[config.mk]
export PLATFORM = sky130hd
export DESIGN_NAME = fse_ctrl
export DESIGN_NICKNAME = d
export VERILOG_FILES = /design/src/hw/rtl/fse_pkg.sv /design/src/hw/rtl/fse_ctrl.sv
export SDC_FILE = /design/constraint.sdc
export NUM_CORES = 1
export LEC_CHECK = 0
export BUFFER_PORTS_ARGS = -buffer_cell sky130_fd_sc_hd__buf_4
export CAP_MARGIN = 20
export CORE_MARGIN = 5
export CORE_UTILIZATION = 40
export CTS_BUF_LIST = sky130_fd_sc_hd__clkbuf_2
export DETAILED_ROUTE_END_ITERATION = 10
export GPL_ROUTABILITY_DRIVEN = 0
export PLACE_DENSITY = 0.74
export SYNTH_ARGS = -nofsm -noshare
export SYNTH_HDL_FRONTEND = slang
export SYNTH_SLANG_ARGS = --single-unit
export TNS_END_PERCENT = 10
[constraint.sdc]
create_clock -name clk_i -period 1.3 [get_ports clk_i]
set_input_delay 0.065 -clock clk_i [delete_from_list [all_inputs] [get_ports clk_i]]
set_output_delay 0.065 -clock clk_i [all_outputs]
set_load 0.02 [all_outputs]
[src/hw/rtl/fse_pkg.sv]
`timescale 1ns / 1ps
// ----------------------------------------------------------------------------
// fse_pkg: shared definitions of the float stack bytecode executor
// Opcodes, status codes, datapath selects and the control/status bundles
// passed between the controller and the datapath.
// ----------------------------------------------------------------------------
package fse_pkg;

  // opcodes
  localparam logic [2:0] OP_PUSH = 3'd0;
  localparam logic [2:0] OP_NEG  = 3'd1;
  localparam logic [2:0] OP_ADD  = 3'd2;
  localparam logic [2:0] OP_SUB  = 3'd3;
  localparam logic [2:0] OP_MUL  = 3'd4;
  localparam logic [2:0] OP_DIV  = 3'd5;
  localparam logic [2:0] OP_RET  = 3'd6;

  // status codes
  localparam logic [2:0] ST_OK    = 3'd0;
  localparam logic [2:0] ST_UNDER = 3'd1;
  localparam logic [2:0] ST_OVER  = 3'd2;
  localparam logic [2:0] ST_RET   = 3'd3;
  localparam logic [2:0] ST_BAD   = 3'd4;

  localparam logic [31:0] CANON_NAN = 32'h7FC0_0000;
  localparam logic [31:0] SIGN_MASK = 32'h8000_0000;

  typedef enum logic [2:0] {
    TOP_ZERO,
    TOP_RD1,
    TOP_CVAL,
    TOP_NEG,
    TOP_FPU
  } top_sel_e;

  typedef enum logic [1:0] {
    SP_HOLD,
    SP_INC,
    SP_DEC,
    SP_CLR
  } sp_op_e;

  typedef enum logic [1:0] {
    WR_NONE,
    WR_PUSH,
    WR_NEG,
    WR_FPU
  } wr_sel_e;

  // controller to datapath
  typedef struct packed {
    logic     capture;
    logic     fpu_start;
    logic     commit;
    logic [2:0] op;
    logic [2:0] status;
    top_sel_e top_sel;
    sp_op_e   sp_op;
    wr_sel_e  wr_sel;
  } cmd_t;

  // datapath to controller
  typedef struct packed {
    logic sp_zero;
    logic sp_lt2;
    logic sp_full;
    logic fpu_done;
  } stat_t;

endpackage

[src/hw/rtl/fse_ctrl.sv]
`timescale 1ns / 1ps
// ----------------------------------------------------------------------------
// fse_ctrl: instruction sequencer
// Accepts one request, decodes it against the stack flags, runs the
// floating point unit when needed and commits the step into the result slot.
// ----------------------------------------------------------------------------
module fse_ctrl (
  input  logic           clk_i,
  input  logic           rst_ni,
  input  logic           in_valid_i,
  output logic           in_ready_o,
  input  logic [2:0]     mode_i,
  output logic           out_valid_o,
  input  logic           out_ready_i,
  output fse_pkg::cmd_t  cmd_o,
  input  fse_pkg::stat_t stat_i
);

  localparam logic [1:0] S_IDLE = 2'd0;
  localparam logic [1:0] S_EXEC = 2'd1;
  localparam logic [1:0] S_FPU  = 2'd2;
  localparam logic [1:0] S_FIN  = 2'd3;

  logic [1:0] state_q, state_d;
  logic [2:0] op_q;
  logic       out_valid_q, out_valid_d;
  logic       is_arith, slot_free;

  assign is_arith  = (op_q == fse_pkg::OP_ADD) || (op_q == fse_pkg::OP_SUB) ||
                     (op_q == fse_pkg::OP_MUL) || (op_q == fse_pkg::OP_DIV);
  assign slot_free = !out_valid_q || out_ready_i;
  assign in_ready_o = (state_q == S_IDLE);

  // decode and sequencing
  always_comb begin
    state_d         = state_q;
    cmd_o           = '0;
    cmd_o.op        = op_q;
    cmd_o.capture   = in_valid_i && in_ready_o;
    cmd_o.status    = fse_pkg::ST_OK;
    cmd_o.top_sel   = stat_i.sp_zero ? fse_pkg::TOP_ZERO : fse_pkg::TOP_RD1;
    cmd_o.sp_op     = fse_pkg::SP_HOLD;
    cmd_o.wr_sel    = fse_pkg::WR_NONE;

    unique case (op_q)
      fse_pkg::OP_PUSH: begin
        if (stat_i.sp_full) begin
          cmd_o.status = fse_pkg::ST_OVER;
        end else begin
          cmd_o.top_sel = fse_pkg::TOP_CVAL;
          cmd_o.sp_op   = fse_pkg::SP_INC;
          cmd_o.wr_sel  = fse_pkg::WR_PUSH;
        end
      end
      fse_pkg::OP_NEG: begin
        if (stat_i.sp_zero) begin
          cmd_o.status = fse_pkg::ST_UNDER;
        end else begin
          cmd_o.top_sel = fse_pkg::TOP_NEG;
          cmd_o.wr_sel  = fse_pkg::WR_NEG;
        end
      end
      fse_pkg::OP_ADD, fse_pkg::OP_SUB, fse_pkg::OP_MUL, fse_pkg::OP_DIV: begin
        if (stat_i.sp_lt2) begin
          cmd_o.status = fse_pkg::ST_UNDER;
        end else begin
          cmd_o.top_sel = fse_pkg::TOP_FPU;
          cmd_o.sp_op   = fse_pkg::SP_DEC;
          cmd_o.wr_sel  = fse_pkg::WR_FPU;
        end
      end
      fse_pkg::OP_RET: begin
        cmd_o.status = fse_pkg::ST_RET;
        cmd_o.sp_op  = fse_pkg::SP_CLR;
      end
      default: cmd_o.status = fse_pkg::ST_BAD;
    endcase

    unique case (state_q)
      S_IDLE: if (cmd_o.capture) state_d = S_EXEC;
      S_EXEC: begin
        if (is_arith && !stat_i.sp_lt2) begin
          cmd_o.fpu_start = 1'b1;
          state_d         = S_FPU;
        end else begin
          state_d = S_FIN;
        end
      end
      S_FPU: if (stat_i.fpu_done) state_d = S_FIN;
      S_FIN: begin
        if (slot_free) begin
          cmd_o.commit = 1'b1;
          state_d      = S_IDLE;
        end
      end
      default: state_d = S_IDLE;
    endcase
  end

  // result slot valid
  always_comb begin
    out_valid_d = out_valid_q;
    if (out_ready_i) out_valid_d = 1'b0;
    if (cmd_o.commit) out_valid_d = 1'b1;
  end

  always_ff @(posedge clk_i or negedge rst_ni) begin
    if (!rst_ni) begin
      state_q     <= S_IDLE;
      out_valid_q <= 1'b0;
      op_q        <= fse_pkg::OP_PUSH;
    end else begin
      state_q     <= state_d;
      out_valid_q <= out_valid_d;
      if (cmd_o.capture) op_q <= mode_i;
    end
  end

  assign out_valid_o = out_valid_q;

endmodule

# ---- Word-level counts from Yosys, hierarchy flattened
# Cells that the tools add are included.
dict set report classes {
  eq_ne 12
  n_mux 23
  reduce_logical 13
}
# operator count
set op_table {}
lappend op_table {{2-bit 2-to-1 mux} 6}
lappend op_table {{2-bit case mux with 3 select lines} 2}
lappend op_table {{3-bit case mux with 4 select lines} 1}
lappend op_table {{1-bit 2-to-1 mux} 10}
lappend op_table {{3-bit equality test, second input constant} 3}
lappend op_table {{3-bit case mux with 3 select lines} 1}
lappend op_table {{2-bit case mux with 4 select lines} 1}
lappend op_table {{7-bit 2-to-1 mux} 1}
lappend op_table {{3-bit by 2-bit equality test with 1-bit output, second input constant} 2}
lappend op_table {{6-bit 2-to-1 mux} 1}
lappend op_table {{2-bit equality test, second input constant} 2}
lappend op_table {{1-bit logical OR} 4}
lappend op_table {{2-bit inequality test, second input constant} 2}
lappend op_table {{4-bit OR reduction} 1}
lappend op_table {{3-bit by 1-bit equality test with 1-bit output, second input constant} 1}
lappend op_table {{3-bit zero test} 1}
lappend op_table {{3-bit AND reduction} 1}
lappend op_table {{2-bit by 1-bit equality test with 1-bit output, second input constant} 1}
lappend op_table {{1-bit logical AND} 2}
lappend op_table {{1-bit zero test} 2}
lappend op_table {{2-bit zero test} 1}
lappend op_table {{2-bit by 1-bit inequality test with 1-bit output, second input constant} 1}
lappend op_table {{2-bit nonzero test} 1}
dict set report totals {
  wordCells 51
  output_inout_bits 18
  input_bits 11
  regBits 6
}

# ---- Longest topological paths before layout
# Gate-level depths: netlist (run 1).
dict set report logic_depth {
  word_depth 7
  depth_mapped 5
  ltp_nobuf 5
}

# ---- Least setup slack after synthesis (run 1)
# OpenSTA, ideal clock, no wires.
dict set report synth_timing {
  kind {register to output}
  startpoint {reg op_q[2]}
  endpoint {out cmd_o[5] (netlist name)}
  stages_incl_launch_ff 3
  arrival_time_ns 1.787
  path_slack_ns -0.552
  t_required_ns 1.235
  cell_sequence {dfrtp_1 -> buf_2 -> a2111oi_0}
}
# element line_no
set synth_rtl {}
lappend synth_rtl {{start: declaration} fse_ctrl.sv:25} ;# logic [2:0] op_q;
lappend synth_rtl {{start signal: assignment} fse_ctrl.sv:111} ;# op_q <= fse_pkg::OP_PUSH;
lappend synth_rtl {{start signal: assignment} fse_ctrl.sv:115} ;# if (cmd_o.capture) op_q <= mode_i;
lappend synth_rtl {{end: declaration} fse_ctrl.sv:15} ;# output fse_pkg::cmd_t cmd_o,

==> results.txt, run 1 <==
The slowest stage of the critical path belongs to the cell sky130_fd_sc_hd__dfrtp_2. The area growth from synthesis to layout is 89.29%. The CTS buffer count is 3. After detailed routing, the number of vias per cell comes to 5.083. The die width is 46.25 um. The startpoint class of the critical path is a register. In this run the most critical hold path is launched from mode_i[2].

Setup repair after global routing could not meet its margin everywhere. The cell count after synthesis is 65. Entering global routing, the biggest net connects 11 pins. The via count of the first global-routing pass is 619.

The number of DRC violations after detailed routing came out at 0. The Yosys step of the flow raised 0 warnings. The library cells used most frequently in the layout, excluding fill and tap cells, are sky130_fd_sc_hd__buf_4, sky130_fd_sc_hd__buf_6, sky130_fd_sc_hd__o21ai_1, sky130_fd_sc_hd__nand2_1, sky130_fd_sc_hd__nand2b_1.

The total routed wirelength came out at 1.668 mm. The pre-antenna-repair detailed-routing pass consisted of 4 iterations. The buffer levels on the longest clock path is 2. The transition at the pin with the smallest max-transition slack is 0.2520 ns. The worst hold path stage count is 2. In this run the worst hold path is classified as primary input to register. The initial core utilization came out at 41.42%.

In this run, the number of DRC markers left after iteration 0 of detailed routing was 7. Buffers placed on the I/O ports in this run total 28. Max-cap violations in this run came to 0. The destination of the worst register-to-register timing path is state_q[1]. After synthesis, the netlist uses 29 different library cells. The share of final-layout standard cells stronger than drive strength 1 is 68.87%. The total power density per cell area is 2814 nW/um^2. The depth of the CTS H-tree came out at 1.

The number of nets in the synthesized netlist is 80. The routed length per instance is 13.79 um. The area of the mapped netlist came out at 525.5 sq um. The critical path endpoint category is an output port. The final number of hold-violating endpoints is 0. The signal on the critical path passes through or3_4 -> a31oi_2 -> buf_4. The die covers 2139 sq um. The register area share after synthesis is 28.57%. The count of non-filler cells in the finished layout is 121. The clock-pin slew on the worst setup and hold paths came out at 0.07 ns. The number of antenna violations at the first check in global routing is 0.

The clock latency on the worst-skew pair came out at 0.23 ns. The post-detailed-placement half-perimeter wirelength came out at 1.206 mm. During I/O placement, the number of pins put on the boundary was 29. The final reports fail on setup timing.

Clock tree synthesis selected as its root buffer the cell sky130_fd_sc_hd__clkbuf_2. The cell depth of the worst flop-to-flop path came out at 5. The area of the core region is 1269 sq um.

The critical path in this run is classified as register to output port. The clock sink count came out at 6. The leakage power summed over all cells is 0.4783 nW. The period utilization is 111.9%.

The number of placement rows is 13. At the worst endpoint, the arrival time is 1.39 ns. The run finished, with violations left. The maximum fanout along the worst path is 6. The worst hold path terminates at op_q[2]. The worst setup slack for register-to-register paths came out at -0.07 ns. The die boundary height is 46.25 um. The largest voltage drop on the vdd net is 1.828 mV. Including well taps, the total number of placed cells is 114. The first global-routing pass estimated 2.635 mm of wire. The total negative setup slack came out at -1.072 ns.

The final worst clock skew is 0.01144 ns. The count of state elements after synthesis came out at 6. The total overflow reported by the global router is 0. The count of vias placed by the detailed router came out at 615.

The required time of the worst setup path came out at 1.24 ns. The maximum frequency from static timing analysis is 687.4 MHz. The launching point of the worst reg2reg path is state_q[1].

The library cell used most frequently in the layout, excluding fill and tap cells, is sky130_fd_sc_hd__buf_4. The worst slew margin relative to its limit came out at 83.17%. The clock tree from TritonCTS is built. The worst setup slack after layout came out at -0.1548 ns. In this run the remaining antenna-violating nets after routing total 0. The final critical-path required period is 1.455 ns. The final antenna diode count is 0. The largest stage delay on the critical path came out at 0.45 ns. The number of nets at the end of the flow is 123.

The final number of setup-violating endpoints came out at 12. The mean cell area of the mapped netlist came out at 8.085 sq um. The number of max-slew violations in the final report came out at 0.

Global routing used 17.36% of the available tracks.
## cells by family after synthesis
| group | Yosys count | share of synthesized area [%] |
|---|---|---|
| AOI/OAI and AO/OA | 15 | 19.53 |
| xor gates and xnor gates | 1 | 1.667 |
| buffers and inverters | 9 | 7.619 |
| DFF | 6 | 28.57 |
| and+or+nand+nor | 28 | 28.81 |
| muxes | 2 | 4.285 |
| adders and majority gates | 4 | 9.524 |
## Yosys cell counts
cell type / n / area (sq um)
sky130_fd_sc_hd__mux2_2: 1 / 11.26
sky130_fd_sc_hd__inv_2: 1 / 3.750
sky130_fd_sc_hd__ha_1: 4 / 50.05
sky130_fd_sc_hd__and2_1: 2 / 12.51
sky130_fd_sc_hd__o211a_1: 1 / 10.01
sky130_fd_sc_hd__o21ai_0: 4 / 20.02
sky130_fd_sc_hd__or3_1: 2 / 12.51
sky130_fd_sc_hd__o2111ai_1: 1 / 8.760
sky130_fd_sc_hd__nand3_1: 2 / 10.01
sky130_fd_sc_hd__nor3_1: 1 / 5.000
sky130_fd_sc_hd__buf_2: 2 / 10.01
sky130_fd_sc_hd__nand2b_1: 5 / 31.28
sky130_fd_sc_hd__mux2_1: 1 / 11.26
sky130_fd_sc_hd__o21ai_1: 2 / 10.01
sky130_fd_sc_hd__o31a_2: 2 / 20.02
sky130_fd_sc_hd__a21oi_1: 2 / 10.01
sky130_fd_sc_hd__and2b_4: 1 / 10.01
sky130_fd_sc_hd__nand2_1: 6 / 22.52
sky130_fd_sc_hd__a2111oi_0: 1 / 8.760
sky130_fd_sc_hd__and3_1: 1 / 6.260
sky130_fd_sc_hd__xnor2_1: 1 / 8.760
sky130_fd_sc_hd__nand3b_1: 1 / 7.510
sky130_fd_sc_hd__a31oi_1: 1 / 6.260
sky130_fd_sc_hd__inv_1: 5 / 18.77
sky130_fd_sc_hd__dfrtp_1: 6 / 150.1
sky130_fd_sc_hd__buf_4: 1 / 7.510
sky130_fd_sc_hd__nor2b_1: 3 / 18.77
sky130_fd_sc_hd__o221ai_1: 1 / 8.760
sky130_fd_sc_hd__nor2_1: 4 / 15.01
## worst max path at each step
stage / to / start / cells after the start
2_1_floorplan: state_q[1] / state_q[0] / 5
3_3_place_gp: state_q[1] / state_q[1] / 5
3_5_place_dp: state_q[1] / state_q[0] / 5
4_1_cts: cmd_o[7] / op_q[0] / 4
5_1_grt: cmd_o[7] / op_q[2] / 3
6_report: cmd_o[7] / op_q[2] / 3
## layer usage
| metal | global-route usage [%] | wire, um | share of wire, % |
|---|---|---|---|
| met3 | 5.469 | 120 | 7.2 |
| met5 | 0 | 0 | 0 |
| met2 | 32.14 | 884 | 53 |
| met4 | 5.114 | 14 | 0.84 |
| met1 | 18.35 | 647 | 39 |
## power breakdown
group	switching [mW]	internal [mW]
clock	0.0732	0.0628
sequential	0.131	0.295
combinational	1.11	1.13
## critical path: cells and delay by family, from the launching register on
kind	cells	cell delay, ns
buffers and inverters	1	0.16
flip-flops	1	0.45
AND/OR/NAND/NOR	1	0.38
AO/OA/AOI/OAI	1	0.17
## cell type report
cell class,instances,area (sq um)
well taps,15,18.77
clock buffers,3,15.01
inverters,6,25.02
multi-input cells,50,437.9
fillers,89,274.0
repair buffers,41,344.1
flip-flops and latches,6,153.9
## per-stage QoR
step	util [%]	setup slack [ns]	power (mW)	instance area (sq um)	hold slack (ns)
after floorplan	-	-0.1147	1.489	554.3	-0.2306
after global placement	65.68	-0.03587	2.181	833.3	-0.1242
after detailed placement	65.68	-0.07925	2.214	833.3	-0.1208
after CTS	74.06	-0.1626	2.623	939.7	0.06350
after global routing	78.40	-0.2185	2.998	994.7	0.06283
final	78.40	-0.1548	2.800	994.7	0.07059
## timing repair
| item | 4_1_cts | 5_1_grt |
|---|---|---|
| hold buffers | 1 | 0 |
| setup buffers | 3 | 0 |
| setup endpoints to repair | 16 | 17 |
| hold endpoints to repair | 6 | 0 |
| resized for setup | 20 | 15 |
| pin swaps | 6 | 8 |
## flip-flops by register name, indices dropped and copies added (netlist names)
| register | flops |
|---|---|
| out_valid_o | 1 |
| op_q | 3 |
| state_q | 2 |
(Power assumes the default switching activity.)
==> inputs of run 2 (changes only) <==
--- a/config.mk
+++ b/config.mk
@@ -7,12 +7,12 @@
 export LEC_CHECK = 0
 export BUFFER_PORTS_ARGS = -buffer_cell sky130_fd_sc_hd__buf_4
 export CAP_MARGIN = 20
-export CORE_MARGIN = 5
-export CORE_UTILIZATION = 40
+export CORE_AREA = 5 5 42 44
 export CTS_BUF_LIST = sky130_fd_sc_hd__clkbuf_2
 export DETAILED_ROUTE_END_ITERATION = 10
+export DIE_AREA = 0 0 47 49
 export GPL_ROUTABILITY_DRIVEN = 0
-export PLACE_DENSITY = 0.74
+export PLACE_DENSITY = 0.7
 export SYNTH_ARGS = -nofsm -noshare
 export SYNTH_HDL_FRONTEND = slang
 export SYNTH_SLANG_ARGS = --single-unit
==> constraint.sdc (replaced) <==
create_clock -name clk_i -period 1.7 [get_ports clk_i]
set_input_delay 0.085 -clock clk_i [delete_from_list [all_inputs] [get_ports clk_i]]
set_output_delay 0.085 -clock clk_i [all_outputs]
set_load 0.02 [all_outputs]
==> run 2 against run 1 <==
Net effect: the flow now finishes without violations; sequential power down 13%; critical path type unchanged; critical endpoint unchanged; count of clock-buffer cells in the layout unchanged; via count shrank 9.1%; largest cell class unchanged.
==> results.txt, run 2 (synthesized netlist as in run 1, its figures left out) <==
The largest stage delay on the critical path came to 0.47 ns (was 0.45 ns). The worst hold-check slack came out at 0.09769 ns (was 0.07059 ns). The fraction of the core area covered by cells at the end of the flow is 54.64% (was 78.40%). The final number of hold-violating endpoints came to 0 (unchanged). The top-level I/O count came out at 29 (unchanged). The number of antenna violations at the first check in global routing came out at 0 (unchanged).

The share of final-layout standard cells stronger than drive strength 1 is 39.36% (was 68.87%). The largest voltage drop on the vdd net was 1.173 mV (was 1.828 mV). The number of iterations in the first detailed-routing pass is 4 (unchanged). The post-detailed-placement half-perimeter wirelength came out at 1.116 mm (was 1.206 mm). The count of maximum capacitance violations was 0 (unchanged). The startpoint class of the critical path was a register (unchanged).

The clock latency on the worst-skew pair came out at 0.23 ns (about the same). The clock-pin slew on the worst setup and hold paths is 0.06 ns (was 0.07 ns). The count of vias placed by the detailed router is 559 (was 615). The number of nets at the end of the flow came out at 111 (was 123). The initial core utilization is 37.50% (was 41.42%). The number of fill cells is 140 (was 89). The critical setup path kind is register to output port (unchanged). The total negative setup slack was 0 ns (was -1.072 ns). The DRC marker count from the first detailed-route iteration came out at 4 (was 7). The routed length per instance is 12.57 um (was 13.79 um).

The total area of sequential cells came out at 151.4 sq um (was 153.9 sq um). The count of port buffers added during placement is 28 (unchanged). The count of non-filler cells in the finished layout came out at 110 (was 121). The layout-stage area growth over the synthesis result is 45.71% (was 89.29%). The buffer levels on the longest clock path came out at 2 (unchanged). Run status: complete, no violations (was finished with violations).

The total net switching power is 0.8054 mW (was 1.311 mW). The number of max-slew violations in the final report is 0 (unchanged). The clock tree from TritonCTS is built (unchanged).

The critical path startpoint is op_q[0] (was op_q[2]). The proportion of power drawn by flip-flops and latches was 23.2% (was 15.2%). The path class of the lowest-slack min-delay path was primary input to register (unchanged). The worst slew margin relative to its limit is 74.34% (was 83.17%). The total routed wirelength is 1.383 mm (was 1.668 mm). The maximum fanout along the worst path came to 8 (was 6).

The launching point of the worst reg2reg path is state_q[0] (was state_q[1]). The final antenna diode count came out at 0 (unchanged). The die boundary height is 49 um (was 46.25 um). The worst setup slack after layout is 0.1140 ns (was -0.1548 ns). The setup slack at placement is 0.1949 ns (was -0.07925 ns). The CTS buffer count is 3 (unchanged). The period utilization came out at 93.29%. The source of the worst hold timing path was mode_i[2] (unchanged). The most common library cell in the layout ignoring fill and taps was sky130_fd_sc_hd__buf_4 (unchanged). The pin count of the biggest net entering global routing is 16 (was 11). The critical-path cell with the highest stage delay is sky130_fd_sc_hd__dfrtp_1 (was sky130_fd_sc_hd__dfrtp_2).

The number of placement rows is 14 (was 13). The number of nets still failing antenna checks after routing is 0 (unchanged). The clock sink count came to 6 (unchanged). The data arrival at the endpoint of the critical path is 1.50 ns (was 1.39 ns). The area of the multi-input gates is 336.6 sq um (was 437.9 sq um). The number of DRC violations after detailed routing is 0 (unchanged). The via count of the first global-routing pass is 542 (was 619).

Worst-path cell chain: inv_2 -> or3_1 -> a31oi_1 -> buf_4 (was or3_4 -> a31oi_2 -> buf_4). The number of flip-flops in the largest register is 3 (unchanged). The final number of setup-violating endpoints is 0 (was 12). The aggregate global-route resource usage came out at 13.88% (was 17.36%). The die width came out at 47 um (was 46.25 um). The required time of the worst setup path is 1.62 ns (was 1.24 ns). The combinational fraction of design power came out at 70.2% (was 79.9%). The switching part of the total power came to 50.67% (was 46.82%).

The register name with the most flops is op_q (unchanged). The final worst clock skew is 0.01184 ns (was 0.01144 ns). The transition at the pin with the smallest max-transition slack is 0.3849 ns (was 0.2520 ns).

The maximum frequency from static timing analysis came out at 630.5 MHz. The area of the core region came to 1401 sq um (was 1269 sq um). The total overflow reported by the global router came out at 0 (unchanged). The first-pass GRT wire length is 2.346 mm (was 2.635 mm). The leakage power summed over all cells was 0.3880 nW (was 0.4783 nW). The critical path endpoint category is an output port (unchanged). The final critical-path required period came out at 1.586 ns. Setup repair after global routing missed its margin: no (was yes). The depth of the CTS H-tree came out at 1 (unchanged).

The buffer cell driving the clock tree root is sky130_fd_sc_hd__clkbuf_2 (unchanged). The number of vias per cell after detailed routing came to 5.082 (was 5.083). The clock network fraction of design power came out at 6.5% (was 4.9%). The die outline area came out at 2303 sq um (was 2139 sq um). The post-CTS setup repair buffer count is 0 (was 3). The internal power component came to 0.7841 mW (was 1.489 mW). The cell total after placement is 106 (was 114). The total power density per cell area came out at 2076 nW/um^2 (was 2814 nW/um^2). Highest-count cells in the layout ignoring fill and taps: sky130_fd_sc_hd__buf_4, sky130_fd_sc_hd__nand2_1, sky130_fd_sc_hd__inv_1, sky130_fd_sc_hd__nand2b_1, sky130_fd_sc_hd__dfrtp_1 (was sky130_fd_sc_hd__buf_4, sky130_fd_sc_hd__buf_6, sky130_fd_sc_hd__o21ai_1, sky130_fd_sc_hd__nand2_1, sky130_fd_sc_hd__nand2b_1).
run 2: changes by cell type in the layout (fill, tap and decap cells not counted), moves of 3 or more:
cell                     delta
sky130_fd_sc_hd__buf_4      -3
sky130_fd_sc_hd__buf_6      -9
sky130_fd_sc_hd__ha_1       +3
sky130_fd_sc_hd__inv_1      +3
sky130_fd_sc_hd__nor2_1     +3
run 2: what timing repair did:
item	CTS	global route
gates resized for setup	0	1
hold buffers	1	0
hold endpoints to repair	6	0
setup endpoints to repair	0	2
run 2: routing by layer:
metal	up-vias	share of wire, %	global-route usage (%)
met5	-	0	0
li1	286	-	-
met4	0	1.8	6.912
met3	3	10	2.583
met1	244	42	17.67
met2	26	46	21.49
run 2: per-stage QoR:
step | area, sq um | total power [mW]
after floorplan | 526.8 | 1.071
after global placement | 739.5 | 1.477
after detailed placement | 739.5 | 1.492
after CTS | 764.5 | 1.607
after global routing | 765.7 | 1.740
final | 765.7 | 1.590
run 2: worst paths after layout:
path / to / slack, ns / cells after the start
max: cmd_o[7] / 0.11 / 4
min: op_q[2] / 0.1 / 2
max reg2reg: state_q[1] / 0.16 / 5
min reg2reg: out_valid_o / 0.54 / 2
max in group asynchronous: op_q[2] / 1.37 / 2
min in group asynchronous: state_q[0] / 0.19 / 2
run 2: power groups by stage:
stage / Sequential, mW / Combinational (mW) / Clock (mW)
2_1_floorplan: 0.357 / 0.714 / 0
3_3_place_gp: 0.361 / 1.12 / 0
3_5_place_dp: 0.369 / 1.12 / 0
4_1_cts: 0.363 / 1.13 / 0.109
5_1_grt: 0.396 / 1.22 / 0.119
6_report: 0.370 / 1.12 / 0.104
run 2: cell type report:
class	count	area share (%)
Tap cell	16	2.614
Sequential cell	6	19.77
Clock buffer	3	1.961
Inverter	6	2.941
Timing Repair Buffer	29	28.76
Multi-Input combinational cell	50	43.95
run 2: worst max-delay path, delay by kind of cell (launching register included):
kind                   cells  cell delay, ns
AND/OR/NAND/NOR            1            0.38
buffers and inverters      2            0.25
AO/OA/AOI/OAI              1            0.17
flip-flops                 1            0.47
==> inputs of run 3 (changes only) <==
--- a/config.mk
+++ b/config.mk
@@ -13,6 +13,7 @@
 export DIE_AREA = 0 0 47 49
 export GPL_ROUTABILITY_DRIVEN = 0
 export PLACE_DENSITY = 0.7
+export REMOVE_ABC_BUFFERS = 1
 export SYNTH_ARGS = -nofsm -noshare
 export SYNTH_HDL_FRONTEND = slang
 export SYNTH_SLANG_ARGS = --single-unit
==> run 3 against run 2 <==
Net effect: combinational power is essentially flat; critical endpoint is now cmd_o[4]; global-route usage decreased by 0.77 points; count of clock-buffer cells in the layout is the same; sequential power hardly changed; non-clock buffer count is the same; total power fell by 0.12%; largest power group unchanged; critical path type unchanged; register-to-register slack got worse by 0.02 ns.
==> results.txt, run 3 (synthesized netlist as in run 1, its figures left out) <==
The total net switching power is 0.8089 mW (was 0.8054 mW). The met2 demand-to-capacity share in global routing came out at 21.49% (unchanged). The fraction of the core area covered by cells at the end of the flow came out at 54.46% (was 54.64%).

The combinational fraction of design power came to 70.2% (about the same). The die boundary height is 49 um (unchanged). The clock latency on the worst-skew pair was 0.23 ns (about the same).

The number of nets at the end of the flow is 111 (unchanged). The final antenna diode count is 0 (unchanged). The depth of the CTS H-tree was 1 (unchanged). The clock tree from TritonCTS is built (unchanged). The most common library cell in the layout ignoring fill and taps is sky130_fd_sc_hd__buf_4 (unchanged). The via count of the first global-routing pass came out at 541 (was 542).

The layout-stage area growth over the synthesis result came out at 45.24% (was 45.71%). The share of final-layout standard cells stronger than drive strength 1 came to 38.30% (was 39.36%). The CTS buffer count is 3 (unchanged).

The top-level I/O count is 29 (unchanged). The proportion of power drawn by flip-flops and latches is 23.2% (about the same). The count of port buffers added during placement came out at 28 (unchanged). The path class of the lowest-slack min-delay path was primary input to register (unchanged).

The period utilization was 95.29% (was 93.29%). The final number of setup-violating endpoints is 0 (unchanged). The number of antenna violations at the first check in global routing was 0 (unchanged). The number of placement rows came out at 14 (unchanged). The post-CTS setup repair buffer count is 0 (unchanged).

The number of nets still failing antenna checks after routing was 0 (unchanged). The global-route track usage on met1 is 14.35% (was 17.67%). The area of the core region is 1401 sq um (unchanged).

The final critical-path required period came out at 1.620 ns (was 1.586 ns). The number of hold-repair buffers added at the cts stage came out at 1 (unchanged). The global-route met3 utilization is 4.059% (was 2.583%). The final number of hold-violating endpoints came out at 0 (unchanged). The clock-pin slew on the worst setup and hold paths is 0.06 ns (about the same).

The startpoint class of the critical path is a register (unchanged). The DRC marker count from the first detailed-route iteration was 12 (was 4). The most used routing layer was met2 (unchanged). The register name with the most flops was op_q (unchanged).

The post-detailed-placement half-perimeter wirelength is 1.096 mm (was 1.116 mm). The worst slew margin relative to its limit is 70.07% (was 74.34%). The die outline area was 2303 sq um (unchanged).

The maximum frequency from static timing analysis came out at 617.3 MHz (was 630.5 MHz). The total routed wirelength is 1.373 mm (was 1.383 mm). The total overflow reported by the global router is 0 (unchanged). The first-pass GRT wire length came out at 2.214 mm (was 2.346 mm). The routed length per instance is 12.48 um (was 12.57 um). The total power density per cell area came out at 2080 nW/um^2 (was 2076 nW/um^2). Run status: complete, no violations (unchanged).

The die width came to 47 um (unchanged). The clock network fraction of design power is 6.6% (was 6.5%). The worst setup slack after layout came to 0.08011 ns (was 0.1140 ns).

The count of maximum capacitance violations came out at 0 (unchanged). The buffer levels on the longest clock path is 2 (unchanged). The critical-path cell with the highest stage delay is sky130_fd_sc_hd__dfrtp_1 (unchanged). The buffer cell driving the clock tree root is sky130_fd_sc_hd__clkbuf_2 (unchanged). The setup slack at placement came out at 0.1487 ns (was 0.1949 ns). The initial core utilization is 37.50% (unchanged). The critical path endpoint category is an output port (unchanged). The number of flip-flops in the largest register came to 3 (unchanged).

The number of vias per cell after detailed routing is 5.055 (was 5.082). The number of iterations in the first detailed-routing pass came to 4 (unchanged). The leakage power summed over all cells came out at 0.3890 nW (was 0.3880 nW).

The aggregate global-route resource usage was 13.11% (was 13.88%). The largest stage delay on the critical path is 0.54 ns (was 0.47 ns). The switching part of the total power came out at 50.95% (was 50.67%).

The pin count of the biggest net entering global routing came out at 16 (unchanged). The largest voltage drop on the vdd net is 0.9854 mV (was 1.173 mV). The number of fill cells came out at 142 (was 140). The transition at the pin with the smallest max-transition slack came out at 0.4490 ns (was 0.3849 ns). The critical setup path kind was register to output port (unchanged). The count of vias placed by the detailed router came out at 556 (was 559). The number of max-slew violations in the final report came to 0 (unchanged). The final worst clock skew was 0.008501 ns (was 0.01184 ns). The data arrival at the endpoint of the critical path came out at 1.53 ns (was 1.50 ns).

The clock sink count came out at 6 (unchanged). The number of DRC violations after detailed routing is 0 (unchanged). Setup repair after global routing missed its margin: no (unchanged). Highest-count cells in the layout ignoring fill and taps: sky130_fd_sc_hd__buf_4, sky130_fd_sc_hd__nand2_1, sky130_fd_sc_hd__dfrtp_1, sky130_fd_sc_hd__inv_1, sky130_fd_sc_hd__nand2b_1 (was sky130_fd_sc_hd__buf_4, sky130_fd_sc_hd__nand2_1, sky130_fd_sc_hd__inv_1, sky130_fd_sc_hd__nand2b_1, sky130_fd_sc_hd__dfrtp_1). The number of resized instances in the post-cts repair step came out at 0 (unchanged). The maximum fanout along the worst path came out at 15 (was 8). The required time of the worst setup path came out at 1.62 ns (about the same). Worst-path cell chain: o31a_2 -> o211a_1 -> buf_4 (was inv_2 -> or3_1 -> a31oi_1 -> buf_4). The internal power component is 0.7787 mW (was 0.7841 mW). The worst setup slack for register-to-register paths is 0.14 ns (was 0.16 ns).
-- run 3: cell counts in the layout (fill, tap and decap cells not counted) --
Identical to the previous run, type by type.
-- run 3: area by class of cell --
type	instances	area (sq um)	area share [%]
multi-input combinational	50	335.3	43.93
sequential	6	150.1	19.67
inverter	6	22.52	2.951
timing repair buffer	29	220.2	28.85
clock buffer	3	15.01	1.967
tap	16	20.02	2.623
-- run 3: metrics by stage --
stage / instance area [sq um] / total power, mW / TNS (ns) / hold slack (ns) / std cells
final: 763.2 / 1.588 / 0 / 0.09350 / 110
after global routing: 763.2 / 1.728 / 0 / 0.06553 / 110
after CTS: 763.2 / 1.606 / 0 / 0.07518 / 110
after detailed placement: 738.2 / 1.487 / 0 / -0.1008 / 106
after global placement: 738.2 / 1.465 / 0 / -0.1031 / 106
after floorplan: 508.0 / 1.031 / -0.1165 / -0.2106 / 62
-- run 3: path summary, 6_finish.rpt --
kind                                  start           to  cells after the start
worst min-delay path              mode_i[2]      op_q[2]                      2
min in group asynchronous            rst_ni      op_q[1]                      2
worst max register to register   state_q[0]   state_q[1]                      5
max in group asynchronous            rst_ni      op_q[0]                      2
worst min register to register  out_valid_o  out_valid_o                      2
worst max-delay path                op_q[2]     cmd_o[4]                      3
-- run 3: worst max-delay path: cells and delay by family, from the launching register on --
kind | cells | cell delay (ns)
buffers and inverters | 1 | 0.15
DFF | 1 | 0.54
AOI/OAI and AO/OA | 2 | 0.61
-- run 3: power by group through the flow --
stage | Combinational, mW | Clock, mW | Sequential [mW]
global route | 1.21 | 0.126 | 0.389
CTS | 1.13 | 0.113 | 0.365
finish | 1.11 | 0.105 | 0.368
detailed placement | 1.12 | 0 | 0.369
global placement | 1.10 | 0 | 0.360
floorplan | 0.638 | 0 | 0.394
-- run 3: per-layer routing --
layer	vias up	routed length, um
met1	246	550
met5	-	0
met2	25	654
li1	283	-
met4	0	7
met3	2	161
